### src/cidm_pkg.sv
package cidm_pkg;

    localparam int DATA_WIDTH   = 64;
    localparam int NARROW_WIDTH = 32;
    // radix-2 steps retired per pipeline stage
    localparam int STEPS_PER_STAGE = 4;
    localparam int DIV_STAGES   = DATA_WIDTH / STEPS_PER_STAGE;

    typedef logic [DATA_WIDTH-1:0] data_t;

    typedef enum logic
    {
        ACT_QUOTIENT  = 1'b0,
        ACT_REMAINDER = 1'b1
    } action_t;

    // control carried alongside the divide datapath
    typedef struct packed
    {
        logic    valid;
        action_t action;
        logic    wide;
        logic    neg_q;
        logic    neg_r;
        logic    bypass;
        logic    error;
    } ctl_t;

    // one stage slot of the restoring divider
    typedef struct packed
    {
        ctl_t  ctl;
        data_t rem;
        data_t quo;
        data_t dvs;
    } div_slot_t;

    function automatic div_slot_t div_steps(input div_slot_t s);
        div_slot_t o;
        logic [DATA_WIDTH:0] trial;
        o = s;
        for (int k = 0; k < STEPS_PER_STAGE; k++)
        begin
            trial = {o.rem, o.quo[DATA_WIDTH-1]} - {1'b0, o.dvs};
            if (!trial[DATA_WIDTH])
            begin
                o.rem = trial[DATA_WIDTH-1:0];
                o.quo = {o.quo[DATA_WIDTH-2:0], 1'b1};
            end
            else
            begin
                o.rem = {o.rem[DATA_WIDTH-2:0], o.quo[DATA_WIDTH-1]};
                o.quo = {o.quo[DATA_WIDTH-2:0], 1'b0};
            end
        end
        return o;
    endfunction

endpackage

### src/cidm_front.sv
module cidm_front
(
    input  logic               action,
    input  logic               signed_mode,
    input  logic               wide_mode,
    input  cidm_pkg::data_t    dividend,
    input  cidm_pkg::data_t    divisor,
    input  logic               in_valid,
    output cidm_pkg::div_slot_t slot
);
    import cidm_pkg::*;

    data_t mask;
    data_t top;
    data_t a;
    data_t b;
    logic  na;
    logic  nb;
    logic  zero_div;
    logic  ovf;

    always_comb
    begin
        mask = wide_mode ? '1 : data_t'({NARROW_WIDTH{1'b1}});
        top  = wide_mode ? {1'b1, {(DATA_WIDTH-1){1'b0}}}
                         : data_t'({1'b1, {(NARROW_WIDTH-1){1'b0}}});
        a    = dividend & mask;
        b    = divisor & mask;
        na   = signed_mode && ((a & top) != '0);
        nb   = signed_mode && ((b & top) != '0);
        zero_div = (b == '0);
        ovf  = signed_mode && (action == ACT_QUOTIENT) && (a == top) && (b == mask);
        slot.ctl.valid  = in_valid;
        slot.ctl.action = action_t'(action);
        slot.ctl.wide   = wide_mode;
        slot.ctl.neg_q  = na ^ nb;
        slot.ctl.neg_r  = na;
        slot.ctl.bypass = zero_div || ovf;
        slot.ctl.error  = zero_div || ovf;
        slot.rem = '0;
        slot.quo = na ? ((~a + 1'b1) & mask) : a;
        slot.dvs = nb ? ((~b + 1'b1) & mask) : b;
    end
endmodule

### config.mk
export PLATFORM = sky130hd
export DESIGN_NAME = cidm_front
export DESIGN_NICKNAME = d
export VERILOG_FILES = /design/src/cidm_pkg.sv /design/src/cidm_front.sv
export SDC_FILE = /design/constraint.sdc
export NUM_CORES = 1
export LEC_CHECK = 0
export BUFFER_PORTS_ARGS = -buffer_cell sky130_fd_sc_hd__buf_2
export CAP_MARGIN = 20
export CORE_AREA = 2 2 127 129
export DETAILED_ROUTE_END_ITERATION = 6
export DIE_AREA = 0 0 129 131
export GPL_TIMING_DRIVEN = 0
export PLACE_DENSITY_LB_ADDON = 0.25
export SYNTH_ARGS = -nofsm -noshare
export SYNTH_HDL_FRONTEND = slang
export SYNTH_SLANG_ARGS = --single-unit
export TNS_END_PERCENT = 20
### constraint.sdc
create_clock -name vclk -period 2.9
set_input_delay 0.29 -clock vclk [all_inputs]
set_output_delay 0.29 -clock vclk [all_outputs]
set_load 0.1 [all_outputs]
==> summary.txt <==
Floorplan
  • Die Height: roughly 130 µm
  • Io pins: ~330
  • Core footprint: around 16,000 µm²
  • Core Rows: between 40 and 50
  • Die X: between 100 and 150 µm
  • Initial Util: about 29%
  • Die area: between 15,000 and 20,000 µm²

Layout
  • # clk buffers: 0
  • Area Growth Syn to Fin: 71.4%
  • Seq cells: 0
  • Nets: between 1,000 and 1,500
  • Register Area: 0 µm²
  • Final instance area: about 7700 µm²
  • Share of cells above drive strength 1: 46.7%
  • Util after Layout: approximately half

Timing
  • Fin crit share: 103%
  • Worst setup margin: -0.0875 ns
  • RSZ-0062 raised after global routing: yes
  • Worst Max-Slew Pin Slew: ~0.93 ns
  • Tmin final: around 3 ns
  • Final setup fails: 5
  • Hold slack final: between 0.9 and 1 ns
  • Final Hold Fails: 0
  • Max Slew Vio Count: 0
  • Worst slew margin: a little under two fifths
  • Peak Freq: approximately 330 MHz

Placement
  • Number of I/O port buffers: ~260
  • Placed inst area: between 6000 and 7000 µm²
  • DP HPWL: about 18 mm
  • Placer Congestion: ~0.97
  • Post-Place Worst Slack: -0.986 ns

Pwr
  • P_sw: between 2 and 2.5 mW
  • PD cells: around 370 nW/µm²
  • Pleak: about 3.2 nW
  • Seq pwr share: 0%
  • Peak supply drop: approximately 0.26 mV
  • Clock group share of total power: 0%
  • Int Pwr: 0.601 mW
  • Switching share of power: ~80%
  • Power share of the combinational group: 100.0%

Detailed routing
  • 1st-pass router iterations: 7
  • Max Used Layer: met4
  • WL/cell: roughly 18 µm
  • Met2 WL: between 10 and 15 mm
  • Remaining DRCs: 0
  • Met3 WL: 1.98 mm
  • Iter 0 DRT Violations: about 460
  • Metal-1 WL: just under 9 mm
  • Final ANT Viol Nets: 0
  • Vias: about 6,700
  • Via density: 5.33
  • Routed WL: 22.7 mm

Synth
  • XOR/XNOR Fraction of Synth Area: 22.2%
  • Synth warn: 0
  • Yosys cell types: 56
  • Post-Synth Adder-Cell Area: less than 1%
  • Post-Synthesis Cells: 699
  • Syn avg cell area: 6.44 µm²
  • Synth Area in Compound Gates: ~23%
  • Post-synthesis cell area: between 4000 and 5000 µm²
  • Largest family of logic cells by synthesized area: simple AND/OR/NAND/NOR gates
  • Mux cell area share after synthesis: less than 1%
  • Simple-Gate Fraction of Synth Area: a little under two fifths
  • Seq/Total Area, Yosys: 0%

Global routing
  • Pin count of the biggest net entering global routing: 11
  • Vias in the first global route: 6,123
  • Remaining Overflow, GRT: 0
  • First-pass GRT wire length: about 34 mm
  • GRT Resource Usage Total: 24.8%
  • Initial antenna violation count: 1

Setup path
  • Critical Path AT: between 2 and 3 ns
  • Kind of critical path: in -> out
  • Crit end category: output pin
  • Worst setup SP type: input pin
  • Crit Path Max Fanout: 3
  • CP required: approximately 2.6 ns

Clock network
  • Cts hold-fix bufs: 0

Status
  • Status: finished, violations left
  • Failing checks: setup timing

Run
  • Max_cap viols: 0

Min path
  • Worst hold path type: in -> out
[final cells by class]
| cell class | instances | area, µm² |
|---|---|---|
| antenna | 1 | 2.50 |
| timing repair buffer | 277 | 1940 |
| buffer | 104 | 671 |
| multi-input combinational | 647 | 4790 |
| tap | 216 | 270 |
| inverter | 10 | 48.8 |
| fill | 1601 | 7880 |
[per-layer routing]
metal	up-vias	global-route usage, %
met4	0	5.75
met3	45	3.66
li1	3147	-
met5	-	0
met1	3115	31.4
met2	383	44.4
[cell usage in the layout (no fill, tap or decap), types with 6 or more instances in the layout]
| cell | Yosys | layout |
|---|---|---|
| a21oi_1 | 31 | 22 |
| a31oi_1 | 12 | 9 |
| and3_1 | 6 | 6 |
| buf_12 | 0 | 11 |
| buf_2 | 1 | 188 |
| buf_4 | 71 | 97 |
| buf_6 | 0 | 31 |
| buf_8 | 0 | 9 |
| clkbuf_1 | 32 | 22 |
| clkbuf_2 | 1 | 8 |
| clkbuf_4 | 0 | 15 |
| conb_1 | 1 | 64 |
| inv_1 | 8 | 6 |
| nand2_1 | 38 | 36 |
| nand3_1 | 21 | 19 |
| nand4_1 | 23 | 23 |
| nor2_1 | 106 | 79 |
| nor2_2 | 0 | 12 |
| nor2_4 | 0 | 15 |
| nor3_1 | 20 | 16 |
| nor4_1 | 28 | 22 |
| nor4_4 | 3 | 6 |
| o21ai_0 | 31 | 27 |
| o31ai_1 | 29 | 28 |
| o41ai_1 | 20 | 8 |
| o41ai_2 | 3 | 13 |
| or2_2 | 6 | 6 |
| or3_1 | 14 | 13 |
| or4_1 | 21 | 17 |
| or4_4 | 2 | 6 |
| xnor2_1 | 66 | 58 |
| xnor2_2 | 0 | 8 |
| xor2_1 | 48 | 39 |
| xor2_2 | 0 | 6 |
[path summary, 6_finish.rpt]
path | slack (ns) | depth (start not counted) | from | endpoint
max | -0.09 | 10 | divisor[1] | slot[28]
min | 0.97 | 2 | in_valid | slot[198]
[timing repair]
| action | in CTS | in global routing |
|---|---|---|
| gates cloned | 1 | 1 |
| pin swaps | 17 | 15 |
| endpoints found under the hold margin | 0 | 0 |
| gates resized for setup | 158 | 95 |
| endpoints found under the setup margin | 101 | 98 |
| setup buffers | 7 | 10 |
[critical path, stage by stage]
cell      delay (ns)
buf_8           0.10
inv_6           0.05
ha_4            0.13
or4b_4          0.46
or3_4           0.39
nand3b_1        0.29
buf_4           0.20
o41ai_2         0.32
xnor2_1         0.20
buf_6           0.26
[kinds of logic after synthesis]
group                      Yosys count
AOI/OAI and AO/OA                  148
adders and majority gates            3
buffers and inverters              115
and+or+nand+nor                    316
xor gates and xnor gates           114
muxes                                2
other                                1
[Yosys cell counts, types with 2 or more instances]
| master | instances | area, µm² |
|---|---|---|
| a2111oi_0 | 2 | 17.5 |
| a21o_1 | 4 | 30.0 |
| a21oi_1 | 31 | 155 |
| a31o_2 | 2 | 17.5 |
| a31oi_1 | 12 | 75.1 |
| a41oi_1 | 4 | 35.0 |
| and2_1 | 2 | 12.5 |
| and3_1 | 6 | 37.5 |
| and4_1 | 4 | 35.0 |
| buf_4 | 71 | 533 |
| clkbuf_1 | 32 | 120 |
| ha_1 | 3 | 37.5 |
| inv_1 | 8 | 30.0 |
| mux2_2 | 2 | 22.5 |
| nand2_1 | 38 | 143 |
| nand2b_1 | 4 | 25.0 |
| nand3_1 | 21 | 105 |
| nand3b_1 | 3 | 22.5 |
| nand4_1 | 23 | 144 |
| nand4b_1 | 3 | 26.3 |
| nor2_1 | 106 | 398 |
| nor3_1 | 20 | 100 |
| nor4_1 | 28 | 175 |
| nor4_2 | 2 | 25.0 |
| nor4_4 | 3 | 63.8 |
| nor4b_1 | 3 | 26.3 |
| o21a_1 | 2 | 15.0 |
| o21ai_0 | 31 | 155 |
| o31ai_1 | 29 | 218 |
| o41ai_1 | 20 | 175 |
| o41ai_2 | 3 | 48.8 |
| or2_2 | 6 | 37.5 |
| or3_1 | 14 | 87.6 |
| or4_1 | 21 | 158 |
| or4_4 | 2 | 22.5 |
| or4b_1 | 2 | 20.0 |
| xnor2_1 | 66 | 578 |
| xor2_1 | 48 | 420 |
[metrics by stage]
step	total power [mW]	std cells	TNS, ns
after floorplan	2.22	762	-30.09
after global placement	2.69	1236	-27.92
after detailed placement	2.70	1236	-28.96
after CTS	2.81	1244	-0.640
after global routing	2.99	1254	-1.98
final	2.89	1255	-0.285
[power by group through the flow]
| stage | Sequential [mW] | Combinational [mW] | Clock (mW) |
|---|---|---|---|
| global route | 0 | 2.99 | 0 |
| floorplan | 0 | 2.22 | 0 |
| finish | 0 | 2.89 | 0.0000000461 |
| global placement | 0 | 2.69 | 0 |
| detailed placement | 0 | 2.70 | 0 |
| CTS | 0 | 2.81 | 0 |
No activity file was read; power rests on OpenSTA's default activity.
