<file path="config.mk">
export PLATFORM = sky130hd
export DESIGN_NAME = cidm_stage
export DESIGN_NICKNAME = d
export VERILOG_FILES = /design/src/cidm_pkg.sv /design/src/cidm_stage.sv
export SDC_FILE = /design/constraint.sdc
export NUM_CORES = 1
export LEC_CHECK = 0
export BUFFER_PORTS_ARGS = -buffer_cell sky130_fd_sc_hd__buf_2
export CAP_MARGIN = 20
export CORE_UTILIZATION = 25
export DETAILED_ROUTE_END_ITERATION = 8
export GPL_TIMING_DRIVEN = 0
export PLACE_DENSITY_LB_ADDON = 0.05
export REMOVE_ABC_BUFFERS = 1
export SKIP_LAST_GASP = 1
export SLEW_MARGIN = 20
export SYNTH_ARGS = -nofsm -noshare
export SYNTH_HDL_FRONTEND = slang
export SYNTH_SLANG_ARGS = --single-unit
export TNS_END_PERCENT = 100
</file>
<file path="constraint.sdc">
create_clock -name clk -period 0.9 [get_ports clk]
set_input_delay 0.27 -clock clk [delete_from_list [all_inputs] [get_ports clk]]
set_output_delay 0.27 -clock clk [all_outputs]
set_load 0.01 [all_outputs]
</file>
<file path="src/cidm_pkg.sv">
package cidm_pkg;

    localparam int DATA_WIDTH   = 64;
    localparam int NARROW_WIDTH = 32;
    // radix-2 steps retired per pipeline stage
    localparam int STEPS_PER_STAGE = 4;
    localparam int DIV_STAGES   = DATA_WIDTH / STEPS_PER_STAGE;

    typedef logic [DATA_WIDTH-1:0] data_t;

    typedef enum logic
    {
        ACT_QUOTIENT  = 1'b0,
        ACT_REMAINDER = 1'b1
    } action_t;

    // control carried alongside the divide datapath
    typedef struct packed
    {
        logic    valid;
        action_t action;
        logic    wide;
        logic    neg_q;
        logic    neg_r;
        logic    bypass;
        logic    error;
    } ctl_t;

    // one stage slot of the restoring divider
    typedef struct packed
    {
        ctl_t  ctl;
        data_t rem;
        data_t quo;
        data_t dvs;
    } div_slot_t;

    function automatic div_slot_t div_steps(input div_slot_t s);
        div_slot_t o;
        logic [DATA_WIDTH:0] trial;
        o = s;
        for (int k = 0; k < STEPS_PER_STAGE; k++)
        begin
            trial = {o.rem, o.quo[DATA_WIDTH-1]} - {1'b0, o.dvs};
            if (!trial[DATA_WIDTH])
            begin
                o.rem = trial[DATA_WIDTH-1:0];
                o.quo = {o.quo[DATA_WIDTH-2:0], 1'b1};
            end
            else
            begin
                o.rem = {o.rem[DATA_WIDTH-2:0], o.quo[DATA_WIDTH-1]};
                o.quo = {o.quo[DATA_WIDTH-2:0], 1'b0};
            end
        end
        return o;
    endfunction

endpackage

</file>
<file path="src/cidm_stage.sv">
module cidm_stage
(
    input  logic                clk,
    input  logic                rst_n,
    input  logic                advance,
    input  cidm_pkg::div_slot_t slot_in,
    output cidm_pkg::div_slot_t slot_reg
);
    import cidm_pkg::*;

    div_slot_t slot_next;
    div_slot_t data_reg;
    logic      valid_reg;

    always_comb
    begin
        slot_next = div_steps(slot_in);
    end

    always_ff @(posedge clk or negedge rst_n)
    begin
        if (!rst_n)
        begin
            valid_reg <= 1'b0;
        end
        else if (advance)
        begin
            valid_reg <= slot_in.ctl.valid;
        end
    end

    // payload carries no reset; only the valid bit does
    always_ff @(posedge clk)
    begin
        if (advance)
        begin
            data_reg <= slot_next;
        end
    end

    always_comb
    begin
        slot_reg           = data_reg;
        slot_reg.ctl.valid = valid_reg;
    end
endmodule

</file>
==> metrics, run 1 <==
routability cong.=0.893; register area share after synthesis=25.6%; Cell Area, Synth=~23,000 µm²; status=finished, violations left; endpoints failing setup=~270; Slew HR=approximately 28%; DR iter-0 viols=~1.7k; Most used DFF post-synth=edfxtp_1; DR WL/cell=roughly 24 µm; worst slew pin tran=approximately 1.1 ns; initial core utilization=roughly a quarter; clock-pin slew on the worst setup and hold paths=approximately 0.09 ns; Crit Path Category=input pin to flip-flop; Row Count=around 110; routed vias/inst=between 5 and 6; required time worst endpoint=around 1.2 ns; routed wire length=approximately 110,000 µm; # diodes=0; Crit Path Max Fanout=8; Reg2Reg Depth=1; wire length of the first global-routing pass=161,000 µm; syn_area_per_cell=~8.3 µm²; Ys Warns=0; layout cells sized above 1=about 32%; slowest CP cell=or4b_4; hold endpoint=slot_reg[129]; CP Launch Type=input pin; post-detail-place hpwl=between 80,000 and 90,000 µm; top cells by area, synth=edfxtp_1 (25%), ha_1 (14%), a21oi_1 (6.5%); Critical Path Sink Type=flip-flop; io pins=approximately 400; number of flops mapped to enable cells by yosys=roughly 200; cts bufs inserted=17; dpl cell area=27,000 µm²; Min-Delay Path Depth=3; failing checks=negative setup slack; Crit Reg-Reg Endpoint=valid_reg; slowest stage delay, CP=around 0.57 ns; Max-cap violations=0; Num Clock Sinks=approximately 200; Remaining Overflow, GRT=0; RSZ-0062 raised after global routing=true; Synth Register Bits=around 200; asr flop ratio synth=less than 1%; HP Start=slot_in[125]; final instance area=~34,000 µm²; worst reg2reg path startpoint=valid_reg; Die Ht=between 300 and 400 µm; Final Hold Viols=0; IO Port Bufs=400; Yosys top cell by area=edfxtp_1; share of the synthesized area in the top cell type=between 20% and 30%; Tot GR Track Use=around 23%; Vias=around 25k; pin count of the biggest net entering global routing=99; 1st-pass router iterations=5; Syn Inst Count=~2.8k; max reg flops=198; minimum clock period=about 13 ns; Skew-Pair Late Insertion Delay=0.52 ns; vias in the first global route=around 25k; area grow syn2layout=46.5%; cell repeated most along the worst path=buf_16; Place WS=-19.83 ns; period utilization=1480%; max-slew violation count=0; Min-Delay Path Class=input pin to flip-flop; hold slack=0.0879 ns; Antenna Nets Post-Route=0; R2R Setup Slk=about 0.1 ns; core area=approximately 92,000 µm²; layout net count=a little under 4k; die area=about 95,000 µm²; CTS root buffer=clkbuf_16; initial antenna violation count=6; clk buf depth=2; clock skew=0 ns; CTS tree=done; Synth cell types=87; Remaining DRCs=0; htree depth=4; Die W=a little over 300 µm; fmax=roughly 75 MHz; Setup WS post-layout=-12.38 ns; crit path DAT=around 14 ns
metrics by stage:
stage	instances	utilization, %	setup TNS (ns)
final	4754	37.2	-894.24
after global routing	4754	37.2	-929.07
after CTS	4702	36.1	-903.38
after detailed placement	4353	29.3	-1369.58
after global placement	4336	28.7	-2963.29
after floorplan	2693	-	-1155.38
critical path, delay by kind of cell:
family          cells  cell delay [ns]
compound gates     29             5.54
xor+xnor            3             0.53
fa+ha+maj           5             1.38
buf+inv            19             2.61
mux                 1             0.34
simple gates       14             2.71
layout by cell type, fill, tap and decap left out, types with 26 or more instances in the layout:
cell type and instances:
nor2b_1 31, o21bai_1 37, ha_1 165, a21o_1 143, xnor2_1 145, mux2_2 47
edfxtp_1 198, nand2b_1 38, nor2_1 182, buf_4 178, and3_1 32, nand4_1 50
a21oi_2 41, nor3_1 27, ha_4 71, inv_1 127, buf_16 26, o211ai_1 27
nand2_1 245, xor2_1 91, o21ai_0 149, a21oi_1 249, o21a_1 33, buf_2 397
a221o_1 35, nand3_1 73, dlygate4sd3_1 133
cell type report:
type,count,area [µm²]
Fill cell,9448,57900
Multi-Input combinational cell,2347,19200
Timing Repair Buffer,776,6120
Sequential cell,199,5970
Tap cell,1243,1560
Inverter,150,687
Clock buffer,17,425
Clock inverter,15,188
Timing Repair inverter,7,114
worst max-delay path by stage:
stage,from,to,slack (ns),depth (start not counted)
3_3_place_gp,slot_in[31],slot_reg[153],-35.31,55
4_1_cts,slot_in[127],slot_reg[163],-12.28,70
6_report,slot_in[127],slot_reg[164],-12.38,71
2_1_floorplan,slot_in[26],slot_reg[153],-17.72,55
3_5_place_dp,slot_in[39],slot_reg[153],-19.83,58
5_1_grt,slot_in[127],slot_reg[184],-12.72,71
synth_stat cells (all sizes together) (5+ instances only):
master / count
a2111oi: 7
a211o: 17
a211oi: 20
a21boi: 5
a21o: 143
a21oi: 304
a221o: 35
a221oi: 12
a31o: 10
a31oi: 22
a41oi: 7
and2: 13
and3: 35
and4: 5
buf: 38
clkbuf: 78
edfxtp: 198
ha: 256
inv: 149
mux2: 65
mux2i: 9
nand2: 268
nand2b: 40
nand3: 76
nand4: 50
nor2: 195
nor2b: 34
nor3: 33
o211ai: 27
o21a: 35
o21ai: 199
o21bai: 38
o221ai: 29
o22ai: 5
o31a: 9
o31ai: 18
or2: 13
or3: 14
xnor2: 148
xor2: 93
cell families (layout without fill, tap and decap cells):
logic type,count (synthesis),count (layout),synth area share (%)
buffers and inverters,266,965,4.49
AND/OR/NAND/NOR,790,793,15.8
adder cells (fa/ha/maj),260,260,14.1
flip-flops,199,199,25.6
multiplexers,74,74,3.59
XOR/XNOR,241,241,9.23
AO/OA/AOI/OAI,979,979,27.3
layer usage:
layer	GRT usage, %	vias up	wire (µm)
met5	0	-	13
met4	5.99	2	2470
met3	2.90	105	6030
met2	38.1	759	51700
met1	30.9	12200	51700
li1	-	11900	-
what timing repair did:
item	in CTS	in global routing
hold buffers	133	0
hold endpoints to repair	132	0
pin swaps	152	62
gates cloned	22	3
setup endpoints to repair	268	268
resized for setup	490	125
setup buffers	162	51
Power of run 1 is not shown: default switching activity piles up to over one toggle a cycle in this logic, so the estimate is an artifact.
==> run 2: changes to the inputs <==
--- a/config.mk
+++ b/config.mk
@@ -5,10 +5,10 @@
 export SDC_FILE = /design/constraint.sdc
 export NUM_CORES = 1
 export LEC_CHECK = 0
-export BUFFER_PORTS_ARGS = -buffer_cell sky130_fd_sc_hd__buf_2
 export CAP_MARGIN = 20
 export CORE_UTILIZATION = 25
 export DETAILED_ROUTE_END_ITERATION = 8
+export DONT_BUFFER_PORTS = 1
 export GPL_TIMING_DRIVEN = 0
 export PLACE_DENSITY_LB_ADDON = 0.05
 export REMOVE_ABC_BUFFERS = 1
==> metrics, run 2 (synthesis gave the netlist of run 1 again) <==
placed insts=3,953; initial core utilization=between 20% and 30%; cts bufs inserted=17; worst reg2reg path startpoint=valid_reg; vias in the first global route=roughly 23k; Setup WS post-layout=-12.71 ns; clk buf depth=2; Post-Layout Cell Count=around 4.3k; Crit Path Category=input pin to flip-flop; failing checks=negative hold slack, negative setup slack; Antenna Nets Post-Route=0; DR iter-0 viols=1,539; die area=94,700 µm²; RSZ-0062 raised after global routing=true; most common cell after layout, fill and taps aside=a21oi_1; fmax=about 73 MHz; Remaining DRCs=0; Final Hold Viols=54; CTS tree=done; CP Launch Type=input pin; htree depth=4; clock-pin slew on the worst setup and hold paths=around 0.10 ns; pin count of the biggest net entering global routing=200; Row Count=111; endpoints failing setup=between 200 and 300; routed vias/inst=~5.3; slowest CP cell=o211ai_1; # hold bufs at CTS=roughly 130; Num Clock Sinks=roughly 200; Min-Delay Path Class=input pin to flip-flop; hold slack=-0.149 ns; initial antenna violation count=5; Crit Path Max Fanout=7; layout cells sized above 1=around 23%; IO Port Bufs=0; HP Start=advance; Slew HR=a little over a fifth; area grow syn2layout=37.4%; io pins=between 400 and 500; Remaining Overflow, GRT=0; period utilization=1510%; slowest stage delay, CP=around 0.75 ns; Crit. Startpoint=slot_in[127]; layout net count=roughly 3.6k; wire length of the first global-routing pass=between 150,000 and 200,000 µm; status=finished, violations left; Tot GR Track Use=22.8%; core area=92,100 µm²; cell repeated most along the worst path=o21ai_4; most frequent cells in the layout=a21oi_1 (243), nand2_1 (242), edfxtp_1 (198); routability cong.=around 0.95; Die W=308 µm; routed wire length=112,000 µm; Fillers=roughly 9.5k; clock skew=0 ns; Max-cap violations=0; DR WL/cell=between 20 and 30 µm; Skew-Pair Late Insertion Delay=around 0.52 ns; Vias=roughly 23k; R2R Setup Slk=~0.07 ns; 1st-pass router iterations=5; max reg flops=roughly 200; CTS root buffer=clkbuf_16; minimum clock period=roughly 14 ns; Die Ht=approximately 310 µm; required time worst endpoint=1.21 ns; max-slew violation count=0; post-detail-place hpwl=around 80,000 µm; worst slew pin tran=approximately 1.2 ns; Critical Path Sink Type=flip-flop; # diodes=0; crit path DAT=about 14 ns
==> run 2: what timing repair did <==
action,in CTS,in global routing
resized for setup,479,157
endpoints found under the setup margin,267,267
endpoints found under the hold margin,305,90
setup buffers,139,64
pin swaps,127,87
gates cloned,24,1
==> run 2: area by class of cell <==
| type | count | area [µm²] | share of cell area [%] |
|---|---|---|---|
| multi-input combinational | 2346 | 19100 | 59.4 |
| inverter | 150 | 657 | 2.05 |
| sequential | 199 | 5970 | 18.6 |
| timing repair buffer | 368 | 4070 | 12.7 |
| clock buffer | 17 | 425 | 1.33 |
| clock inverter | 15 | 223 | 0.694 |
| timing repair inverter | 7 | 125 | 0.390 |
| tap | 1243 | 1560 | 4.84 |
==> run 2: through the flow <==
stage | util [%] | hold WS, ns | TNS, ns | setup WS, ns | instance area [µm²]
after CTS | 33.5 | -0.186 | -906.57 | -12.57 | 30800
after global routing | 34.9 | -0.186 | -932.74 | -13.00 | 32100
after floorplan | - | -0.0256 | -1155.38 | -17.72 | 22900
after global placement | 26.5 | -0.0256 | -2343.72 | -36.22 | 24400
after detailed placement | 27.1 | -0.0256 | -1311.59 | -20.20 | 24900
final | 34.9 | -0.149 | -904.40 | -12.71 | 32100
==> run 2: worst paths after layout <==
check                                      to  depth (start not counted)
worst max-delay path            slot_reg[166]                         64
worst min-delay path             slot_reg[44]                          0
worst max register to register      valid_reg                          1
worst min register to register      valid_reg                          1
max in group asynchronous           valid_reg                          2
min in group asynchronous           valid_reg                          2
==> run 2: per-layer routing <==
layer  share of wire (%)  wire length (µm)  up-vias  GRT usage (%)
met2                  47             52900      662           38.4
li1                    -                 -    11100              -
met3                 5.1              5670       73           3.81
met1                  46             51600    11300           30.4
met5               0.012                13        -              0
met4                 1.6              1770        2           4.74
==> run 2: critical path: cells and delay by family <==
kind                       cells  cell delay [ns]
adders and majority gates      5             1.37
and+or+nand+nor               11             2.79
muxes                          2             0.69
xor gates and xnor gates       3             0.55
buffers and inverters         13             1.78
AOI/OAI and AO/OA             30             6.35
Power of run 2 is left out for the same reason.
